File: src/hw/rtl/tawac_pkg.sv
// Shared types, sizes and codes for the three-window average anomaly classifier.
package tawac_pkg;

    // Samples per block.
    localparam int BLOCK_LEN = 16;

    // Field widths.
    localparam int FACTOR_W    = 24;
    localparam int SECONDS_W   = 32;
    localparam int HACK_W      = 23;
    localparam int LEVEL_W     = 24;
    localparam int CFG_INDEX_W = 2;
    localparam int CFG_DATA_W  = 24;

    // A block sum of BLOCK_LEN samples stays exact at this width.
    localparam int SUM_W  = FACTOR_W + $clog2(BLOCK_LEN);
    // Comparison width: holds differences of sums and the scaled thresholds.
    localparam int CMP_W  = SUM_W + 2;
    // Fill counter runs from zero to three blocks minus one.
    localparam int FILL_W = $clog2(3 * BLOCK_LEN);

    localparam logic [FILL_W-1:0] FILL_ONE   = FILL_W'(BLOCK_LEN);
    localparam logic [FILL_W-1:0] FILL_TWO   = FILL_W'(2 * BLOCK_LEN);
    localparam logic [FILL_W-1:0] FILL_LAST  = FILL_W'(3 * BLOCK_LEN - 1);

    // Configuration register indexes.
    localparam logic [CFG_INDEX_W-1:0] CFG_HACK_THRESHOLD = CFG_INDEX_W'(0);
    localparam logic [CFG_INDEX_W-1:0] CFG_NOMINAL_LEVEL  = CFG_INDEX_W'(1);

    // Reset values of the configuration registers.
    localparam logic [HACK_W-1:0]         HACK_RESET  = HACK_W'(6554);
    localparam logic signed [LEVEL_W-1:0] LEVEL_RESET = LEVEL_W'(65536);

    typedef enum logic [2:0] {
        VERDICT_CONSTANT = 3'd0,
        VERDICT_HACK     = 3'd1,
        VERDICT_GRADUAL  = 3'd2,
        VERDICT_BLIP     = 3'd3,
        VERDICT_NA       = 3'd4
    } verdict_t;

    typedef struct packed {
        logic signed [FACTOR_W-1:0] factor;
        logic [SECONDS_W-1:0]       now_seconds;
    } sample_t;

    typedef struct packed {
        verdict_t             verdict;
        logic [SECONDS_W-1:0] middle_start;
    } report_t;

    // The three block sums handed to the classifier.
    typedef struct packed {
        logic signed [SUM_W-1:0] first;
        logic signed [SUM_W-1:0] second;
        logic signed [SUM_W-1:0] third;
    } block_sums_t;

endpackage

File: src/hw/rtl/tawac_classify.sv
// Verdict logic: compares three block sums against thresholds scaled by the block length.
module tawac_classify (
    input  tawac_pkg::block_sums_t             sums,
    input  logic [tawac_pkg::HACK_W-1:0]       hack_threshold,
    input  logic signed [tawac_pkg::LEVEL_W-1:0] nominal_level,
    output tawac_pkg::verdict_t                verdict
);
    import tawac_pkg::*;

    localparam logic signed [CMP_W-1:0] LEN_C = CMP_W'(BLOCK_LEN);

    logic signed [CMP_W-1:0] s1;
    logic signed [CMP_W-1:0] s2;
    logic signed [CMP_W-1:0] s3;
    logic signed [CMP_W-1:0] thr;
    logic signed [CMP_W-1:0] lvl;
    logic signed [CMP_W-1:0] d12;
    logic signed [CMP_W-1:0] d23;

    // Widen everything to one signed comparison width.
    always_comb
    begin
        s1  = CMP_W'(sums.first);
        s2  = CMP_W'(sums.second);
        s3  = CMP_W'(sums.third);
        thr = $signed(CMP_W'(hack_threshold)) * LEN_C;
        lvl = CMP_W'(nominal_level) * LEN_C;
        d12 = (s1 > s2) ? (s1 - s2) : (s2 - s1);
        d23 = (s2 > s3) ? (s2 - s3) : (s3 - s2);
    end

    // Tests in priority order; the first that holds gives the verdict.
    always_comb
    begin
        if ((s1 == s2) && (s1 == s3))
        begin
            verdict = VERDICT_CONSTANT;
        end
        else if ((d12 > thr) || (d23 > thr))
        begin
            verdict = VERDICT_HACK;
        end
        else if ((s1 != lvl) && (s2 != lvl) && (s3 != lvl))
        begin
            verdict = VERDICT_GRADUAL;
        end
        else if ((s1 == lvl) && (s3 == lvl) && ((d12 < thr) || (d23 < thr)))
        begin
            verdict = VERDICT_BLIP;
        end
        else
        begin
            verdict = VERDICT_NA;
        end
    end

endmodule

File: src/hw/rtl/three_window_average_anomaly_classifier.sv
// Top level of the three-window average anomaly classifier.
//
// Usage: each sample transaction carries a signed Q8.16 factor and a seconds
// timestamp; it is accepted at a clock edge where sample_valid is high and
// sample_stall is low. Samples fill three consecutive blocks of BLOCK_LEN
// samples, of which only the sums and start times are kept. The sample that
// fills the third block produces one report transaction (verdict and, for a
// hack verdict, the middle block start time); the blocks then shift by one, so
// after the first report every BLOCK_LEN samples give another.
// The completing sample's final sums are captured at the edge that takes it;
// the verdict is registered into the report register once that is free.
// Throughput: one sample per cycle while sample_stall is low. sample_stall
// rises only when a captured set of sums cannot move into the report
// register because the receiver holds report_stall high over a report that
// is still waiting. Configuration writes (cfg_valid with cfg_ready, always
// high) are to be made by the user only while the block is idle; the block
// does not enforce this. Reset clears the block sums, fill count and valid
// flags and loads the threshold and nominal level defaults; no clearing pass.
module three_window_average_anomaly_classifier (
    input  logic                               clk,
    input  logic                               rst_n,
    input  logic                               sample_valid,
    output logic                               sample_stall,
    input  tawac_pkg::sample_t                 sample_data,
    output logic                               report_valid,
    input  logic                               report_stall,
    output tawac_pkg::report_t                 report_data,
    input  logic                               cfg_valid,
    output logic                               cfg_ready,
    input  logic [tawac_pkg::CFG_INDEX_W-1:0]  cfg_index,
    input  logic [tawac_pkg::CFG_DATA_W-1:0]   cfg_data
);
    import tawac_pkg::*;

    // Configuration registers.
    logic [HACK_W-1:0]         hack_reg;
    logic signed [LEVEL_W-1:0] level_reg;

    // Block accumulation state.
    logic signed [SUM_W-1:0]   first_sum_reg;
    logic signed [SUM_W-1:0]   second_sum_reg;
    logic signed [SUM_W-1:0]   third_sum_reg;
    logic [FILL_W-1:0]         fill_reg;
    logic [SECONDS_W-1:0]      second_start_reg;
    logic [SECONDS_W-1:0]      third_start_reg;

    // Captured sums waiting for classification.
    logic                      snap_valid_reg;
    block_sums_t               snap_sums_reg;
    logic [SECONDS_W-1:0]      snap_start_reg;

    // Report register.
    logic                      report_valid_reg;
    report_t                   report_reg;

    logic                      report_load;
    logic                      snap_move;
    logic                      sample_take;
    logic                      block_done;
    logic signed [SUM_W-1:0]   factor_ext;
    verdict_t                  verdict;

    // Handshake and pipeline movement.
    always_comb
    begin
        report_load  = !report_valid_reg || !report_stall;
        snap_move    = snap_valid_reg && report_load;
        sample_stall = snap_valid_reg && !report_load;
        sample_take  = sample_valid && !sample_stall;
        block_done   = sample_take && (fill_reg == FILL_LAST);
        factor_ext   = SUM_W'(sample_data.factor);
    end

    assign cfg_ready    = 1'b1;
    assign report_valid = report_valid_reg;
    assign report_data  = report_reg;

    // Configuration writes.
    always_ff @(posedge clk or negedge rst_n)
    begin
        if (!rst_n)
        begin
            hack_reg  <= HACK_RESET;
            level_reg <= LEVEL_RESET;
        end
        else if (cfg_valid && cfg_ready)
        begin
            case (cfg_index)
                CFG_HACK_THRESHOLD: hack_reg  <= cfg_data[HACK_W-1:0];
                CFG_NOMINAL_LEVEL:  level_reg <= $signed(cfg_data[LEVEL_W-1:0]);
                default:            ;
            endcase
        end
    end

    // Block filling: each sample adds into the block that the fill count selects.
    always_ff @(posedge clk or negedge rst_n)
    begin
        if (!rst_n)
        begin
            first_sum_reg    <= '0;
            second_sum_reg   <= '0;
            third_sum_reg    <= '0;
            fill_reg         <= '0;
            second_start_reg <= '0;
            third_start_reg  <= '0;
        end
        else if (sample_take)
        begin
            if (fill_reg < FILL_ONE)
            begin
                first_sum_reg <= first_sum_reg + factor_ext;
                fill_reg      <= fill_reg + FILL_W'(1);
            end
            else if (fill_reg < FILL_TWO)
            begin
                if (fill_reg == FILL_ONE)
                begin
                    second_start_reg <= sample_data.now_seconds;
                end
                second_sum_reg <= second_sum_reg + factor_ext;
                fill_reg       <= fill_reg + FILL_W'(1);
            end
            else if (block_done)
            begin
                // Third block full: shift the blocks down by one.
                first_sum_reg    <= second_sum_reg;
                second_sum_reg   <= third_sum_reg + factor_ext;
                third_sum_reg    <= '0;
                second_start_reg <= third_start_reg;
                third_start_reg  <= '0;
                fill_reg         <= FILL_TWO;
            end
            else
            begin
                if (fill_reg == FILL_TWO)
                begin
                    third_start_reg <= sample_data.now_seconds;
                end
                third_sum_reg <= third_sum_reg + factor_ext;
                fill_reg      <= fill_reg + FILL_W'(1);
            end
        end
    end

    // Capture stage: hold the final sums of a completed window.
    always_ff @(posedge clk or negedge rst_n)
    begin
        if (!rst_n)
        begin
            snap_valid_reg <= 1'b0;
        end
        else if (block_done)
        begin
            snap_valid_reg <= 1'b1;
        end
        else if (snap_move)
        begin
            snap_valid_reg <= 1'b0;
        end
    end

    always_ff @(posedge clk)
    begin
        if (block_done)
        begin
            snap_sums_reg.first  <= first_sum_reg;
            snap_sums_reg.second <= second_sum_reg;
            snap_sums_reg.third  <= third_sum_reg + factor_ext;
            snap_start_reg       <= second_start_reg;
        end
    end

    tawac_classify u_classify (
        .sums           (snap_sums_reg),
        .hack_threshold (hack_reg),
        .nominal_level  (level_reg),
        .verdict        (verdict)
    );

    // Report stage.
    always_ff @(posedge clk or negedge rst_n)
    begin
        if (!rst_n)
        begin
            report_valid_reg <= 1'b0;
        end
        else if (report_load)
        begin
            report_valid_reg <= snap_valid_reg;
        end
    end

    always_ff @(posedge clk)
    begin
        if (snap_move)
        begin
            report_reg.verdict      <= verdict;
            report_reg.middle_start <= (verdict == VERDICT_HACK) ? snap_start_reg : '0;
        end
    end

    // The window that completes a block always leaves the counter at two blocks.
    assert property (@(posedge clk) disable iff (!rst_n)
        block_done |=> (fill_reg == FILL_TWO) && snap_valid_reg)
        else $error("fill count not rewound after a completed window");

    // A sample is never taken while captured sums are stuck behind the report.
    assert property (@(posedge clk) disable iff (!rst_n)
        sample_take |-> !snap_valid_reg || report_load)
        else $error("sample accepted over held sums");

    // Captured sums hold while they cannot move on.
    assert property (@(posedge clk) disable iff (!rst_n)
        (snap_valid_reg && !report_load) |=> snap_valid_reg && $stable(snap_sums_reg))
        else $error("captured sums changed while stalled");

    // Only a hack verdict carries a start time.
    assert property (@(posedge clk) disable iff (!rst_n)
        (report_valid_reg && (report_reg.verdict != VERDICT_HACK))
            |-> (report_reg.middle_start == '0))
        else $error("start time reported without a hack verdict");

endmodule
File: config.mk
export PLATFORM = sky130hd
export DESIGN_NAME = three_window_average_anomaly_classifier
export DESIGN_NICKNAME = d
export VERILOG_FILES = /design/src/hw/rtl/tawac_pkg.sv /design/src/hw/rtl/tawac_classify.sv /design/src/hw/rtl/three_window_average_anomaly_classifier.sv
export SDC_FILE = /design/constraint.sdc
export NUM_CORES = 1
export LEC_CHECK = 0
export BUFFER_PORTS_ARGS = -buffer_cell sky130_fd_sc_hd__buf_2
export CORE_UTILIZATION = 30
export DETAILED_ROUTE_END_ITERATION = 10
export GPL_ROUTABILITY_DRIVEN = 0
export PLACE_DENSITY = 0.56
export SLEW_MARGIN = 20
export SYNTH_ARGS = -nofsm -noshare
export SYNTH_HDL_FRONTEND = slang
export SYNTH_HIERARCHICAL = 1
export SYNTH_SLANG_ARGS = --single-unit
File: constraint.sdc
create_clock -name clk -period 8.11 [get_ports clk]
set_clock_uncertainty 0.2 [all_clocks]
set_input_delay 0.811 -clock clk [delete_from_list [all_inputs] [get_ports clk]]
set_output_delay 0.811 -clock clk [all_outputs]
set_load 0.02 [all_outputs]
Word level (Yosys, flattened, before mapping)

Index checks and enable logic that the tools add are counted.

Word-level logic and storage cells: 98
Register bits: 354
Output and inout port bits: 38
Input port bits: 87

$lt $le $gt $ge: 8
Bitwise operators: 2
Muxes and demuxes: 22
Add/subtract/negate cells: 8
Reductions and logical operators: 28
Eq/ne operators: 14

Operator list:

| cell                                                        | number |
|---|---|
| 2-to-1 mux 28 bit                                           | 6 |
| 2-to-1 mux 32 bit                                           | 5 |
| subtractor 28 x 28 -> 29 bit                                | 4 |
| equality test 28 bit                                        | 4 |
| adder 28 x 24 -> 28 bit                                     | 3 |
| != test 28 bit                                              | 3 |
| greater-than comparator 30 x 28 -> 1 bit                    | 2 |
| less-than comparator 30 x 28 -> 1 bit                       | 2 |
| 2-to-1 mux 30 bit                                           | 2 |
| greater-than comparator 28 bit                              | 2 |
| 2-to-1 mux 6 bit                                            | 3 |
| equality test 6 bit (second input constant)                 | 2 |
| 2-to-1 mux 3 bit                                            | 4 |
| logical AND 1 bit                                           | 9 |
| AND reduction 3 bit                                         | 3 |
| AND reduction 4 bit                                         | 2 |
| nonzero test 2 bit                                          | 4 |
| adder 6 x 1 -> 6 bit (second input constant)                | 1 |
| equality test 6 x 5 -> 1 bit (second input constant)        | 1 |
| less-than comparator 6 x 5 -> 1 bit (second input constant) | 1 |
| less-than comparator 6 bit (second input constant)          | 1 |
| logical NOT 1 bit                                           | 4 |
| AND reduction 2 bit                                         | 2 |
| equality test 3 x 1 -> 1 bit (second input constant)        | 1 |
| other kinds (7)                                             | 11 |

Logic depth before layout (Yosys ltp)

Word-level depth: 10
Mapped depth: 28
Mapped depth without buffers: 25

Hierarchy

Netlist, hierarchy kept.

By module, submodules not included:

| module                                  | instances | cells each | area each (um^2) |
|---|---|---|---|
| three_window_average_anomaly_classifier | 1         | 1467       | 17220.3 |
| tawac_classify                          | 1         | 1311       | 8793.4 |

Least setup slack after synthesis

Ideal clock, no wire load.

Path type: register to register
Start: reg snap_sums_reg[16] (netlist name)
End: reg report_reg (netlist bit report_data[10]), data pin
Cell stages (with the launch flop): 27
Buffers on the path: 2
Data required time: 7779 ps
Arrival: 5977 ps
Path slack: 1802 ps
Cells stage by stage: edfxtp_1 > inv_1 > ha_1 > buf_2 > nand4_1 > or4b_1 > or4_4 > and2_4 > nor2_4 > a21oi_2 > mux2i_1 > a221o_1 > a221oi_2 > xnor2_1 > ha_1 > a21o_1 > a21oi_1 > nand4_1 > nor3_1 > a31oi_1 > a221o_1 > and3_1 > a311o_1 > and4b_1 > nor3b_1 > clkbuf_1 > and2_1

Word-level cells in the longest chain between the ends: 10
Elaborated cells on any way between the ends: 20
Those cells by class: add/sub: 2; order compare: 3; eq/ne: 4; mux: 5; reduce/logical: 6

Ends and longest elaborated chain:

| item                                                                                  | RTL line                                       | text |
|---|---|---|
| from (decl)                                                                           | three_window_average_anomaly_classifier.sv:49  | `block_sums_t snap_sums_reg;` |
| subtractor 28 x 28 -> 29 bit / greater-than comparator 28 bit (equally long branches) | tawac_classify.sv:29                           | `d23 = (s2 > s3) ? (s2 - s3) : (s3 - s2);` |
| 2-to-1 mux 30 bit                                                                     | tawac_classify.sv:29                           |  |
| less-than comparator 30 x 28 -> 1 bit                                                 | tawac_classify.sv:47                           | `else if ((s1 == lvl) && (s3 == lvl) && ((d12 < thr) \|\| (d23 < thr)))` |
| logical OR 1 bit                                                                      | tawac_classify.sv:47                           |  |
| logical AND 1 bit                                                                     | tawac_classify.sv:47                           |  |
| 2-to-1 mux 3 bit                                                                      | tawac_classify.sv:47                           |  |
| 2-to-1 mux 3 bit                                                                      | tawac_classify.sv:43                           | `else if ((s1 != lvl) && (s2 != lvl) && (s3 != lvl))` |
| 2-to-1 mux 3 bit                                                                      | tawac_classify.sv:39                           | `else if ((d12 > thr) \|\| (d23 > thr))` |
| 2-to-1 mux 3 bit (*)                                                                  | tawac_classify.sv:35                           | `if ((s1 == s2) && (s1 == s3))` |
| net verdict[2]                                                                        | three_window_average_anomaly_classifier.sv:61  | `verdict_t verdict;` |
| equality test 3 x 1 -> 1 bit (*)                                                      | three_window_average_anomaly_classifier.sv:199 | `report_reg.middle_start <= (verdict == VERDICT_HACK) ? snap_start_reg : '0;` |
| to (decl)                                                                             | three_window_average_anomaly_classifier.sv:54  | `report_t report_reg;` |

The timed path passes the listed nets; every way through them passes the cells marked *.
A chain may end at the register's enable or synchronous reset.

Worst setup path after layout

Start: reg snap_sums_reg[21] (netlist name)
End: reg report_reg (netlist bit report_data[19]), data pin

The elaborated chain is that of the path after synthesis.

==> flow_summary_export.csv <==
group,metric,value,unit
global_routing,antenna_found_initial,3,
drt,detail-route-antenna-nets,0,
floorplan,die_w,296,µm
yosys,synth_most_common_cell,"a21oi_1",
yosys,syn-num-nets,3113,
critical_path,slowest_stage,"or4b_1",
floorplan,start_util,30.4,%
clock_network,clockRootBuffer,"clkbuf_16",
floorplan,core_area,0.0855,mm²
timing,clock.fmax,130,MHz
pwr,swShare,39.2,%
finish,fill_cells,8765,
yosys,netlist_top_cells_area,"dfrtp_1, edfxtp_1, ha_1",
yosys,yosys-top-cells-count,"a21oi_1, ha_1, nor2_1",
floorplan,ios,125,
timing,fin_crit,7680,ps
timing,finalSetupTns,0,ps
global_routing,grtUsageMet2,30.8,%
pwr,leakagePower,0.0124,µW
clock_network,cts_made_buffers,40,
yosys,synth_flop_cell,"dfrtp_1",
critical_path,worstPathArrival,7790,ps
finish,syn_to_final_growth,11.8,%
critical_path,required,8230,ps
floorplan,rows,107,
global_routing,grt_max_degree,79,
pwr,netSwitchingPower,3060,µW
pwr,vdd_ir_drop_max,0.000140,V
drt,wl,84600,µm
finish,post-route-util,34.0,%
floorplan,dieArea,0.0879,mm²
finish,finalNetCount,3181,
drt,first_iter_violations,2383,
floorplan,die_h,296,µm
clock_network,clk_pin_slew,60,ps
placement,hpwl,67200,µm
critical_path,cp.depth,25,
pwr,pwr-share-clk,23.6,%
global_routing,grt-busiest-layer,"met2",
finish,stdcell_count,4024,
critical_path,r2r_slack,430,ps
drt,viasPerCell,5.38,
critical_path,crit_buf_inv,2,
timing,holdWs,3.32,ps
placement,port_buffers,123,
timing,tightestPinTransition,978,ps
global_routing,grt_pass1_vias,20700,
timing,slew_viol_final,0,
clock_network,clk_latency,580,ps
timing,finalCritPeriodShare,94.7,%
clock_network,cts_tree,"done",
run_status,outcome,"complete, no violations",
yosys,synthDistinctLibCells,101,
drt,remaining_drc_errors,0,
global_routing,grtUsageMet1,25.1,%
yosys,netlist_area,0.0260,mm²
yosys,yosysSeqAreaShare,37.0,%
critical_path,end_kind,"flop",
yosys,synth_warnings,6,
drt,vias,21600,
global_routing,grt_use_met3,2.14,%
yosys,ys_ff_latch,354,
yosys,avgSynthCellArea,9.36,µm²
clock_network,clockBufferDepth,3,
finish,seq_area,0.00963,mm²
clock_network,postCtsSetupRepairBufs,0,
global_routing,overflow,0,
global_routing,grt_pass1_wl,126000,µm
critical_path,critPathTopFamily,"simple AND/OR/NAND/NOR gates",
yosys,synth_top_area_cell,"dfrtp_1",
yosys,synth_edf_count,151,
timing,finalHoldViolations,0,
drt,first_pass_iters,6,
global_routing,grt_use_total,18.8,%
run,drv_cap,0,
finish,multi_input_area,0.0153,mm²
pwr,combPwrFrac,41.0,%
critical_path,r2r_start,"snap_sums_reg[21]$_DFFE_PP_",
worst_hold_path,hold_class,"input port to asynchronous set/reset pin",
clock_network,cts_max_level,2,
pwr,p_per_area,268,mW/mm²
timing,setup_ws,432,ps
pwr,p_seq_share,35.5,%
finish,largest_reg_flops,84,
clock_network,clkSinkCount,354,
placement,preCtsSetupSlack,604,ps
timing,max_slew_margin,34.8,%
yosys,synthArstFlopShare,57.3,%
finish,drive_gt1_share,11.3,%
critical_path,critPathMaxFanout,32,
drt,drt-wirelength-per-cell,21.0,µm
critical_path,cp-start-kind,"flop",
timing,rsz0062_at_grt,"false",
yosys,synth_top_cell_area_share,18.8,%
critical_path,r2r.worst_path.cells,25,
placement,dp_cells,3948,
critical_path,cpPeakStageDelay,730,ps
critical_path,critPathKind,"flop to flop",
critical_path,worst_r2r_endpoint,"report_data[19]$_SDFFCE_PP0P_",
clock_network,cts.repair.resized,0,
timing,finalSetupViolCount,0,
pwr,power.internal,4750,µW
clock_network,hold_buffers,0,
yosys,syn_inst,2778,
-- cell families after synthesis --
family                   after synthesis  synth area share [%]
other                                  1                0.0144
multiplexers                         118                  4.80
flip-flops                           354                  37.0
AO/OA/AOI/OAI                        870                  21.6
buffers and inverters                272                  4.18
XOR/XNOR                             213                  7.17
adder cells (fa/ha/maj)              248                  12.1
AND/OR/NAND/NOR                      702                  13.1
-- worst max-delay path by stage --
stage,slack (ps),from,to
floorplan,1800,snap_sums_reg[16]$_DFFE_PP_,report_data[10]$_SDFFCE_PP0P_
global placement,670,snap_sums_reg[17]$_DFFE_PP_,report_data[27]$_SDFFCE_PP0P_
detailed placement,600,snap_sums_reg[21]$_DFFE_PP_,report_data[23]$_SDFFCE_PP0P_
CTS,550,snap_sums_reg[21]$_DFFE_PP_,report_data[4]$_SDFFCE_PP0P_
global route,60,snap_sums_reg[53]$_DFFE_PP_,report_data[19]$_SDFFCE_PP0P_
finish,430,snap_sums_reg[21]$_DFFE_PP_,report_data[19]$_SDFFCE_PP0P_
-- per-layer routing --
layer  routed length [µm]  share of wire, %
met3                 4680               5.5
met4                 3570               4.2
met2                39100                46
met5                    0                 0
met1                37200                44
-- power groups by stage --
| stage | clock (µW) | combinational [µW] | sequential (µW) |
|---|---|---|---|
| 2_1_floorplan | 0 | 2450 | 2610 |
| 5_1_grt | 1960 | 3570 | 2810 |
| 3_5_place_dp | 0 | 3160 | 2790 |
| 6_report | 1840 | 3200 | 2770 |
| 3_3_place_gp | 0 | 3140 | 2780 |
| 4_1_cts | 1900 | 3180 | 2760 |
-- cell type report --
class	count	area share, %
multi-input combinational	2152	52.7
sequential	354	33.1
tap	1144	4.92
clock buffer	48	3.61
timing repair buffer	142	2.64
inverter	156	2.02
clock inverter	26	0.938
antenna	2	0.0172
-- cell usage in the layout, fill, tap and decap left out, types with 71 or more instances in the layout --
cell type / netlist / routed
a21o_1: 71 / 71
a21oi_1: 315 / 315
buf_2: 20 / 122
dfrtp_1: 195 / 194
edfxtp_1: 151 / 151
ha_1: 241 / 241
inv_1: 155 / 155
nand2_1: 185 / 184
nor2_1: 197 / 196
o21ai_0: 160 / 160
xnor2_1: 106 / 106
xor2_1: 107 / 107
-- per-stage QoR --
stage	total power, µW	instance area [µm²]
floorplan	5060	26000
global placement	5920	27800
detailed placement	5950	27800
finish	7800	29100
CTS	7830	29100
global route	8340	29100
(Power assumes the default switching activity.)
